==> src/design/dmsc_pkg.sv <==
// ----------------------------------------------------------------------------
// dmsc_pkg: shared types and constants of the direct-mapped search cache
// Request, slot entry and result layouts, operation codes, sequencer states.
// ----------------------------------------------------------------------------
`default_nettype none

package dmsc_pkg;

  localparam int unsigned KeyW     = 64;
  localparam int unsigned MoveW    = 16;
  localparam int unsigned ValW     = 16;
  localparam int unsigned BoundW   = 2;
  localparam int unsigned AgeW     = 8;
  localparam int unsigned HalfW    = 7;
  localparam int unsigned FillW    = 10;
  localparam int unsigned FillProdW = 20;

  localparam int unsigned FillScale = 1000;   // fill count sample limit and scale
  localparam logic signed [ValW-1:0] HalfMaxS = 16'sd100;
  localparam logic [HalfW-1:0]       HalfMax  = 7'd100;

  localparam logic [BoundW-1:0] BOUND_NONE = 2'd0;

  typedef enum logic [1:0] {
    OP_PROBE = 2'd0,
    OP_STORE = 2'd1,
    OP_CLEAR = 2'd2,
    OP_FILL  = 2'd3
  } op_e;

  // request after classification (halfmoves already clamped)
  typedef struct packed {
    op_e                      op;
    logic [KeyW-1:0]          key;
    logic [MoveW-1:0]         move;
    logic signed [ValW-1:0]   score;
    logic signed [ValW-1:0]   depth;
    logic [BoundW-1:0]        bound;
    logic [HalfW-1:0]         half;
  } item_t;

  // one slot of the table
  typedef struct packed {
    logic [KeyW-1:0]          key;
    logic [MoveW-1:0]         move;
    logic signed [ValW-1:0]   score;
    logic signed [ValW-1:0]   depth;
    logic [BoundW-1:0]        bound;
    logic [AgeW-1:0]          age;
    logic [HalfW-1:0]         half;
  } entry_t;

  typedef struct packed {
    logic                     hit;
    logic [MoveW-1:0]         move;
    logic signed [ValW-1:0]   score;
    logic signed [ValW-1:0]   depth;
    logic [BoundW-1:0]        bound;
    logic [AgeW-1:0]          age;
    logic [HalfW-1:0]         half;
    logic [FillW-1:0]         fill;
  } result_t;

  typedef enum logic [2:0] {
    ST_INIT,
    ST_IDLE,
    ST_EXEC,
    ST_CLEAR,
    ST_FILL,
    ST_FILL_LAST,
    ST_FILL_OUT
  } back_state_e;

endpackage

`default_nettype wire

==> src/design/dmsc_front.sv <==
// ----------------------------------------------------------------------------
// dmsc_front: request intake
// Accepts requests, clamps the halfmove count and queues them (two deep).
// ----------------------------------------------------------------------------
`default_nettype none

module dmsc_front (
  input  wire logic                   clk_i,
  input  wire logic                   rst_ni,
  input  wire logic                   start_i,
  output logic                        busy_o,
  input  wire logic [1:0]             operation_i,
  input  wire logic [63:0]            position_key_i,
  input  wire logic [15:0]            best_move_i,
  input  wire logic signed [15:0]     score_value_i,
  input  wire logic signed [15:0]     search_depth_i,
  input  wire logic [1:0]             bound_kind_i,
  input  wire logic signed [15:0]     halfmove_count_i,
  input  wire logic                   init_busy_i,
  output dmsc_pkg::item_t             head_o,
  output logic                        head_valid_o,
  input  wire logic                   pop_i
);
  import dmsc_pkg::*;

  item_t       item_in;
  item_t       q_mem_q [2];
  logic        wr_ptr_q, wr_ptr_d;
  logic        rd_ptr_q, rd_ptr_d;
  logic [1:0]  cnt_q, cnt_d;
  logic        push;
  logic        pop;

  // classify: clamp the fifty-move counter to 0..100
  always_comb begin
    item_in.op    = op_e'(operation_i);
    item_in.key   = position_key_i;
    item_in.move  = best_move_i;
    item_in.score = score_value_i;
    item_in.depth = search_depth_i;
    item_in.bound = bound_kind_i;
    if (halfmove_count_i < 16'sd0) begin
      item_in.half = '0;
    end else if (halfmove_count_i > HalfMaxS) begin
      item_in.half = HalfMax;
    end else begin
      item_in.half = halfmove_count_i[HalfW-1:0];
    end
  end

  assign busy_o       = init_busy_i || (cnt_q == 2'd2);
  assign push         = start_i && !busy_o;
  assign head_valid_o = (cnt_q != 2'd0);
  assign pop          = pop_i && head_valid_o;
  assign head_o       = q_mem_q[rd_ptr_q];

  always_comb begin
    wr_ptr_d = push ? !wr_ptr_q : wr_ptr_q;
    rd_ptr_d = pop ? !rd_ptr_q : rd_ptr_q;
    cnt_d    = cnt_q + 2'(push) - 2'(pop);
  end

  always_ff @(posedge clk_i or negedge rst_ni) begin
    if (!rst_ni) begin
      wr_ptr_q <= 1'b0;
      rd_ptr_q <= 1'b0;
      cnt_q    <= 2'd0;
    end else begin
      wr_ptr_q <= wr_ptr_d;
      rd_ptr_q <= rd_ptr_d;
      cnt_q    <= cnt_d;
    end
  end

  always_ff @(posedge clk_i) begin
    if (push) begin
      q_mem_q[wr_ptr_q] <= item_in;
    end
  end

endmodule

`default_nettype wire

==> config.mk <==
export PLATFORM = sky130hd
export DESIGN_NAME = dmsc_front
export DESIGN_NICKNAME = d
export VERILOG_FILES = /design/src/design/dmsc_pkg.sv /design/src/design/dmsc_front.sv
export SDC_FILE = /design/constraint.sdc
export NUM_CORES = 1
export LEC_CHECK = 0
export ABC_CLOCK_PERIOD_IN_PS = 7950
export BUFFER_PORTS_ARGS = -buffer_cell sky130_fd_sc_hd__buf_2
export CAP_MARGIN = 20
export CELL_PAD_IN_SITES_DETAIL_PLACEMENT = 0
export CELL_PAD_IN_SITES_GLOBAL_PLACEMENT = 1
export CORE_ASPECT_RATIO = 0.75
export CORE_MARGIN = 4
export CORE_UTILIZATION = 40
export DETAILED_ROUTE_END_ITERATION = 10
export PLACE_DENSITY_LB_ADDON = 0.1
export RECOVER_POWER = 50
export SKIP_LAST_GASP = 1
export SLEW_MARGIN = 0
export SYNTH_ARGS = -nofsm -noshare
export SYNTH_HDL_FRONTEND = slang
export SYNTH_SLANG_ARGS = --single-unit
==> constraint.sdc <==
create_clock -name clk_i -period 7.95 [get_ports clk_i]
set_clock_uncertainty 0.2 [all_clocks]
set_input_delay 0.3975 -clock clk_i [delete_from_list [all_inputs] [get_ports clk_i]]
set_output_delay 0.3975 -clock clk_i [all_outputs]
set_load 0.05 [all_outputs]
# Word-level counts from Yosys, hierarchy flattened
# Memories as Yosys holds them, arrays and structs flattened.
# Cells that the tools add are included.
# Widths: inputs -> output; s select.
# op_classes
n_addsub	2
n_lt_le_gt_ge	2
n_eq_ne	1
n_mux	4
reduce_logical	7
# ops
cell	count
$gt 16x8->1 const B	1
$lt 16x1->1 const B	1
$mux 7	2
$logic_not 1->1	3
$add 2x1->2	1
$eq 2x2->1 const B	1
$logic_and 1x1->1	2
$mux 1	2
$reduce_bool 2->1	1
$sub 2x1->2	1
$logic_or 1x1->1	1
# word_totals
ff_bits	4
mem_bits_rw	246
in_bits	137
output_inout_bits	125
wordCells	20
mem_count	1
# mem_list
name	depth	word_bits	read_ports	rd_ports_with_merged_regs	write_ports	line	text
q_mem_q	2	123	1	0	1	dmsc_front.sv:27	item_t q_mem_q [2];

# Longest topological paths before layout
# Gate-level depths: netlist (run 1).
# depth
word_depth	6
depth_mapped	7
mapped_depth_nobuf	7

# Worst setup path before layout (run 1)
# OpenSTA, ideal clock, no wires.
# synth_timing
kind	reg2reg
start	register cnt_q[0]
end	memory q_mem_q[0][0] in the netlist's numbering (enable)
setup_ns	0.607
t_arrival_ns	5.856
required_time_ns	7.143
setup_slack_ns	1.287
stages_incl_launch_ff	4
path_buffers	0
period_less_slack_ns	6.663
path_cell_list	dfrtp_1 -> inv_1 -> a211o_1 -> nor2_1
# synth_via
elab_chain_len	6
# synth_lines
item	line	text
start, declared	dmsc_front.sv:30	logic [1:0] cnt_q, cnt_d;
start signal, assigned	dmsc_front.sv:71	cnt_q <= cnt_d;
$eq 2x2->1	dmsc_front.sv:51	assign busy_o = init_busy_i || (cnt_q == 2'd2);
$logic_or 1x1->1	dmsc_front.sv:51	
$logic_not 1->1	dmsc_front.sv:52	assign push = start_i && !busy_o;
$logic_and 1x1->1	dmsc_front.sv:52	
$mux 1	dmsc_front.sv:76	if (push) begin
$mux 1 (not written as such)	dmsc_front.sv:77	q_mem_q[wr_ptr_q] <= item_in;
end, declared	dmsc_front.sv:27	
# Every way passes these cells.

==> flow_metrics.env, run 1 <==
export IMPL_outcome="finished, violations left"
export IMPL_violations="max-capacitance violations, max-slew violations"
export IMPL_drt_iter0_markers=212
export IMPL_slowest_stage="dfrtp_1"
export IMPL_antenna_found_initial=0
export IMPL_cellPowerDensity_mw_per_mm2=356
export IMPL_dieArea_sq_mm=0.0254
export IMPL_grt_pass1_vias=5465
export IMPL_firstDrtPassIters=4
export IMPL_synth_fp_nets=559
export IMPL_switching_power_mw=1.73
export IMPL_syn_area_per_cell_sq_um=21.8
export IMPL_insertion_delay_ps=500
export IMPL_regToRegSetupSlack_ps=3080
export IMPL_drv_cap=3
export IMPL_drive_gt1_share_pct=40.7
export IMPL_vias=5165
export IMPL_p_int_mw=2.76
export IMPL_cts_tree="done"
export IMPL_instances_no_fill=1128
export IMPL_io_pins=262
export IMPL_crit_buf_inv=2
export IMPL_p_leak_nw=4.56
export IMPL_ant_nets=0
export IMPL_cts_resized=0
export IMPL_drc=0
export IMPL_met3_wirelength_microns=1640
export IMPL_grt_pass1_wl_microns=29900
export IMPL_final_period_utilization_pct=62.8
export IMPL_fp_dieW_microns=183
export IMPL_combPwrFrac_pct=37.8
export IMPL_max_stage_delay_ps=2220
export IMPL_crit_fanout=65
export IMPL_cts_buffers=25
export IMPL_setup_viol=0
export IMPL_io_buffers=261
export IMPL_grtUsageTotal_pct=14.8
export IMPL_setup_tns_ps=0
export IMPL_wl_met2_microns=9240
export IMPL_seq_power_share_pct=39.0
export IMPL_vias_per_cell=4.58
export IMPL_grt_max_degree=70
export IMPL_layout_min_cycle_time_ps=4990
export IMPL_die_y_microns=139
export IMPL_clkPwrFrac_pct=23.3
export IMPL_rsz0062_at_grt="no"
export IMPL_ys_ff_latch=250
export IMPL_syn_cell_area_sq_mm=0.00917
export IMPL_drt_met1_wl_microns=8460
export IMPL_nets=955
export IMPL_clockBufferDepth=3
export IMPL_clock_sinks=250
export IMPL_num_rows=47
export IMPL_root_buffer="clkbuf_16"
export IMPL_tightest_slew_ps=3390
export IMPL_slew_headroom_pct=-126
export IMPL_placed_cells=966
export IMPL_critPathTopFamily="flip-flops"
export IMPL_initial_core_util_pct=41.1
export IMPL_end_kind="primary output"
export IMPL_ys_seq_area_share_pct=81.7
export IMPL_cts_setup_buffers=0
export IMPL_routedWlPerCell_microns=17.5
export IMPL_gr_total_overflow=0
export IMPL_critPathArrivalTime_ps=4400
export IMPL_wl_microns=19700
export IMPL_hold_class="in2reg"
export IMPL_maxUsedRoutingLayer="met4"
export IMPL_slew_violations=180
export IMPL_area_growth_pct=37.4
export IMPL_p_sw_share_pct=38.5
export IMPL_synth_cell_types=21
export IMPL_hpwl_microns=12800
export IMPL_peakVddDrop_v=0.000186
export IMPL_path_class="reg2out"
export IMPL_cts_hold_buffers=117
export IMPL_crit_chain="buf_4, mux2_2, buf_2"
export IMPL_core_region_area_sq_mm=0.0223
export IMPL_place_congestion=0.732
export IMPL_worstPathRequired_ps=7350
export IMPL_synthCells=420
export IMPL_ys_warn_count=0
export IMPL_cts_max_level=1
export IMPL_post_route_util_pct=56.5
export IMPL_hold_viol=0
export IMPL_clkTransAtPathRegs_ps=60
export IMPL_worstSetupStartpointType="flop"
export IMPL_max_freq_mhz=200
power groups by stage:
stage | Clock (mW) | Combinational (mW) | Sequential [mW]
after floorplan | 0 | 1.35 | 1.72
after global placement | 0 | 1.65 | 1.77
after detailed placement | 0 | 1.65 | 1.77
after CTS | 1.08 | 1.71 | 1.75
after global routing | 1.14 | 1.77 | 1.77
final | 1.04 | 1.69 | 1.75
metrics by stage:
stage          cell area (sq um)  hold slack (ps)  total power, mW  setup slack (ps)
2_1_floorplan               9170            -98.1             3.07              1290
3_3_place_gp               10800             8.51             3.41              4820
3_5_place_dp               10800             12.3             3.43              4790
4_1_cts                    12700             11.1             4.54              4260
5_1_grt                    12600             43.1             4.68              2620
6_report                   12600             42.8             4.48              2960
cell usage after synthesis:
cell	count	share of area (%)
ha_1	2	0.27
or2_2	2	0.14
xor2_1	1	0.096
a211o_1	1	0.096
nor3_4	1	0.18
dfrtp_1	4	1.1
or4_4	2	0.25
inv_1	4	0.16
a31oi_1	1	0.068
xnor2_1	3	0.29
nor2_1	5	0.20
and3_1	4	0.27
buf_2	14	0.76
and2_1	1	0.068
o21bai_1	1	0.082
a21oi_1	1	0.055
mux2_2	123	15
edfxtp_1	246	81
a21o_1	1	0.082
nor3_1	2	0.11
nand2_1	1	0.041
layer usage:
layer	track usage (%)	vias up
met5	0	-
met1	19.8	2497
met4	3.37	0
met3	4.90	25
li1	-	2460
met2	23.9	183
final timing paths:
path,start,end,cells after the start
setup reg to reg,cnt_q[0],q_mem_q[1][22],5
hold reg to reg,cnt_q[0],cnt_q[0],1
max in group asynchronous,rst_ni,cnt_q[1],2
hold / removal,halfmove_count_i[0],q_mem_q[1][0],2
min in group asynchronous,rst_ni,rd_ptr_q,2
setup / recovery,rd_ptr_q,head_o[24],3
layout make-up:
cell class / instances / area (sq um)
inverters: 4 / 15.0
repair buffers: 383 / 2410
well taps: 294 / 368
flip-flops and latches: 250 / 7490
clock buffers: 31 / 648
multi-input cells: 152 / 1600
fillers: 1824 / 9690
diodes: 1 / 2.50
clock inverters: 13 / 77.6
sequential cells by signal (all words and copies together), names as in the netlist:
| register | count |
|---|---|
| wr_ptr_q | 1 |
| q_mem_q | 246 |
| cnt_q | 2 |
| rd_ptr_q | 1 |
logic make-up after synthesis:
group,count (synthesis),share of synthesized area [%]
buffers and inverters,18,0.928
multiplexers,123,15.1
adder cells (fa/ha/maj),2,0.273
AND/OR/NAND/NOR,18,1.26
AO/OA/AOI/OAI,5,0.382
XOR/XNOR,4,0.382
flip-flops,250,81.7
cells in the final DEF, fill, tap and decap left out, types with 4 or more instances in the layout:
cell type      netlist  routed
dlygate4sd3_1        0     117
buf_2               14     178
dfrtp_1              4       4
and3_1               4       4
clkbuf_16            0      25
inv_1                4       4
edfxtp_1           246     246
mux2_2             123     123
clkinv_1             0      10
clkbuf_1             0      89
Power figures use the tool's default switching activity.
==> run 2: changes to the inputs <==
--- a/config.mk
+++ b/config.mk
@@ -5,7 +5,8 @@
 export SDC_FILE = /design/constraint.sdc
 export NUM_CORES = 1
 export LEC_CHECK = 0
-export ABC_CLOCK_PERIOD_IN_PS = 7950
+export ABC_AREA = 1
+export ABC_CLOCK_PERIOD_IN_PS = 4600
 export BUFFER_PORTS_ARGS = -buffer_cell sky130_fd_sc_hd__buf_2
 export CAP_MARGIN = 20
 export CELL_PAD_IN_SITES_DETAIL_PLACEMENT = 0
==> constraint.sdc (replaced) <==
create_clock -name clk_i -period 4.6 [get_ports clk_i]
set_clock_uncertainty 0.2 [all_clocks]
set_input_delay 0.23 -clock clk_i [delete_from_list [all_inputs] [get_ports clk_i]]
set_output_delay 0.23 -clock clk_i [all_outputs]
set_load 0.05 [all_outputs]
==> run 2 against run 1 <==
The flow still finishes with violations (max-capacitance violations, max-slew violations). Cell area increased by 1.4%. Non-clock buffer count grew 12. Total power up 88%. Hold slack lost 34 ps. Sequential share of layout area is 0.77 points lower. Cell count rose by 25%. Largest cell class unchanged. Setup slack worse by 1600 ps. Count of clock-buffer cells in the layout is 2 higher. Register-to-register slack worse by 1700 ps. Combinational power is 110% higher.
==> flow_metrics.env, run 2 <==
export IMPL_netlist_area_leader_share_pct=79.3
export IMPL_ys_ff_latch=250
export IMPL_final_common_cell="nand2_1"
export IMPL_drt_iter0_markers=266
export IMPL_hold_viol=0
export IMPL_clockBufferDepth=3
export IMPL_root_buffer="clkbuf_16"
export IMPL_ys_seq_area_share_pct=80.4
export IMPL_die_y_microns=140
export IMPL_regToRegSetupSlack_ps=1370
export IMPL_initial_core_util_pct=40.6
export IMPL_grt_use_met3_pct=5.22
export IMPL_synthMuxAreaShare_pct=0
export IMPL_synth_most_common_cell="nand2_1"
export IMPL_synth_cell_types=17
export IMPL_cellPowerDensity_mw_per_mm2=659
export IMPL_dieArea_sq_mm=0.0258
export IMPL_hold_class="in2reg"
export IMPL_synth_edf_count=246
export IMPL_outcome="finished, violations left"
export IMPL_grt_pass1_vias=6114
export IMPL_layout_common_cells="nand2_1 (378), edfxtp_1 (246), buf_2 (170)"
export IMPL_largest_register_ffs=246
export IMPL_ys_warn_count=0
export IMPL_grt_max_degree=76
export IMPL_crit_buf_inv=1
export IMPL_clkTransAtPathRegs_ps=60
export IMPL_worstPathRequired_ps=4570
export IMPL_r2r_end="q_mem_q[1][15]"
export IMPL_gr_total_overflow=0
export IMPL_final_period_utilization_pct=70.2
export IMPL_ff2ff_path_depth=4
export IMPL_peakVddDrop_v=0.000384
export IMPL_max_freq_mhz=310
export IMPL_holdPathStages=3
export IMPL_area_growth_pct=37.1
export IMPL_grtUsageTotal_pct=16.3
export IMPL_max_stage_delay_ps=1430
export IMPL_cts_tree="done"
export IMPL_p_leak_nw=5.28
export IMPL_cts_buffers=25
export IMPL_routedWlPerCell_microns=15.3
export IMPL_async_reset_ff_share_pct=1.60
export IMPL_yosys_area_share_simple_pct=16.0
export IMPL_busiest_layer="met2"
export IMPL_vias=6184
export IMPL_yosys_top_cells_area="edfxtp_1 (79%), nand2_1 (15%), dfrtp_1 (1.1%), buf_6 (0.85%), buf_4 (0.73%)"
export IMPL_rsz0062_at_grt="no"
export IMPL_cts_resized=0
export IMPL_vias_per_cell=4.39
export IMPL_largest_register="q_mem_q"
export IMPL_crit_fanout=24
export IMPL_regArea_sq_mm=0.00749
export IMPL_drv_cap=2
export IMPL_min_from="start_i"
export IMPL_synth_adder_area_share_pct=0.269
export IMPL_insertion_delay_ps=500
export IMPL_synth_common_cells="nand2_1 (378), edfxtp_1 (246), inv_1 (15)"
export IMPL_instances_no_fill=1410
export IMPL_hpwl_microns=13600
export IMPL_slew_violations=77
export IMPL_holdPathEnd="wr_ptr_q"
export IMPL_synth_xor_area_share_pct=0.376
export IMPL_syn_area_per_cell_sq_um=13.4
export IMPL_antenna_found_initial=1
export IMPL_nFillCells=2012
export IMPL_power_mw=8.41
export IMPL_layout_min_cycle_time_ps=3230
export IMPL_wl_microns=21600
export IMPL_path_class="reg2reg"
export IMPL_core_region_area_sq_mm=0.0229
export IMPL_synth_top_family_by_area="simple AND/OR/NAND/NOR gates"
export IMPL_critPathTopFamily="simple AND/OR/NAND/NOR gates"
export IMPL_io_buffers=261
export IMPL_worstReg2RegStart="cnt_q[1]"
export IMPL_synth_compound_area_share_pct=0.161
export IMPL_netlist_top_cell_by_area="edfxtp_1"
export IMPL_dp_worst_setup_slack_ps=1860
export IMPL_largest_registers="q_mem_q (246), cnt_q (2)"
export IMPL_setup_viol=0
export IMPL_cts_max_level=1
export IMPL_placed_cells=1237
export IMPL_drive_gt1_share_pct=18.9
export IMPL_ant_nets=0
export IMPL_clock_sinks=250
export IMPL_setup_slack_ps=1370
export IMPL_firstDrtPassIters=4
export IMPL_violations="max-capacitance violations, max-slew violations"
export IMPL_fp_dieW_microns=184
export IMPL_critPathArrivalTime_ps=3200
export IMPL_worst_hold_slack_ps=9.28
export IMPL_nets=1230
export IMPL_met1_usage_pct=22.6
export IMPL_synth_ff_type="edfxtp_1"
export IMPL_grt_util_met2_pct=25.7
export IMPL_synthCells=696
export IMPL_worstSetupStartpointType="flop"
export IMPL_io_pins=262
export IMPL_crit_chain="nand2_1, nand3_1, nor2_1, buf_4"
export IMPL_end_kind="flop"
export IMPL_grt_pass1_wl_microns=33500
export IMPL_synth_fp_nets=835
export IMPL_slowest_stage="nor2_1"
export IMPL_multi_input_comb_area_sq_mm=0.00157
export IMPL_num_rows=48
export IMPL_syn_cell_area_sq_mm=0.00931
export IMPL_place_congestion=0.708
export IMPL_tightest_slew_ps=1840
export IMPL_slew_headroom_pct=-23.2
export IMPL_drc=0
run 2: final cells by class:
type / count / share of cell area, %
Timing Repair Buffer: 395 / 19.9
Clock buffer: 33 / 5.13
Clock inverter: 12 / 0.578
Multi-Input combinational cell: 403 / 12.3
Tap cell: 300 / 2.94
Antenna cell: 1 / 0.0196
Sequential cell: 250 / 58.7
Inverter: 16 / 0.490
run 2: per-stage QoR:
step / instance area, sq um / util (%) / setup TNS (ps)
after detailed placement: 10900 / 47.5 / 0
after CTS: 12900 / 56.2 / 0
after floorplan: 9310 / - / -477930
after global routing: 12800 / 55.7 / 0
after global placement: 10900 / 47.5 / 0
final: 12800 / 55.7 / 0
run 2: logic make-up after synthesis:
group,after synthesis
buf+inv,43
simple gates,394
compound gates,3
flops,250
fa+ha+maj,2
xor+xnor,4
run 2: worst max-delay path by stage:
stage               startpoint              to  slack (ps)  depth (start not counted)
global route          cnt_q[1]  q_mem_q[1][15]         990                          4
detailed placement    rd_ptr_q       head_o[4]        1860                          5
global placement      rd_ptr_q       head_o[4]        1850                          5
finish                cnt_q[1]  q_mem_q[1][15]        1370                          4
CTS                   rd_ptr_q       head_o[4]        1310                          5
floorplan             cnt_q[1]   q_mem_q[0][0]       -1940                          3
run 2: worst reg2reg max path, stage by stage (launching register included):
cell and delay [ps]:
dfrtp_1 400, nand2_1 110, nand3_1 220, nor2_1 1430
buf_4 530
run 2: power by group:
group	internal, mW	switching (mW)
Combinational	0.726	2.89
Sequential	2.84	0.137
Clock	1.05	0.768
Total	4.61	3.80
run 2: layer usage:
| layer | wire (microns) | share of wire, % |
|---|---|---|
| met1 | 9620 | 45 |
| met2 | 9720 | 45 |
| met3 | 1820 | 8.4 |
| met4 | 403 | 1.9 |
| met5 | 0 | 0 |
run 2: repair_timing:
| item | 4_1_cts | 5_1_grt |
|---|---|---|
| buffers inserted | 0 | 0 |
| endpoints found under the hold margin | 251 | 0 |
| hold buffers | 127 | 0 |
| endpoints found under the setup margin | 0 | 0 |
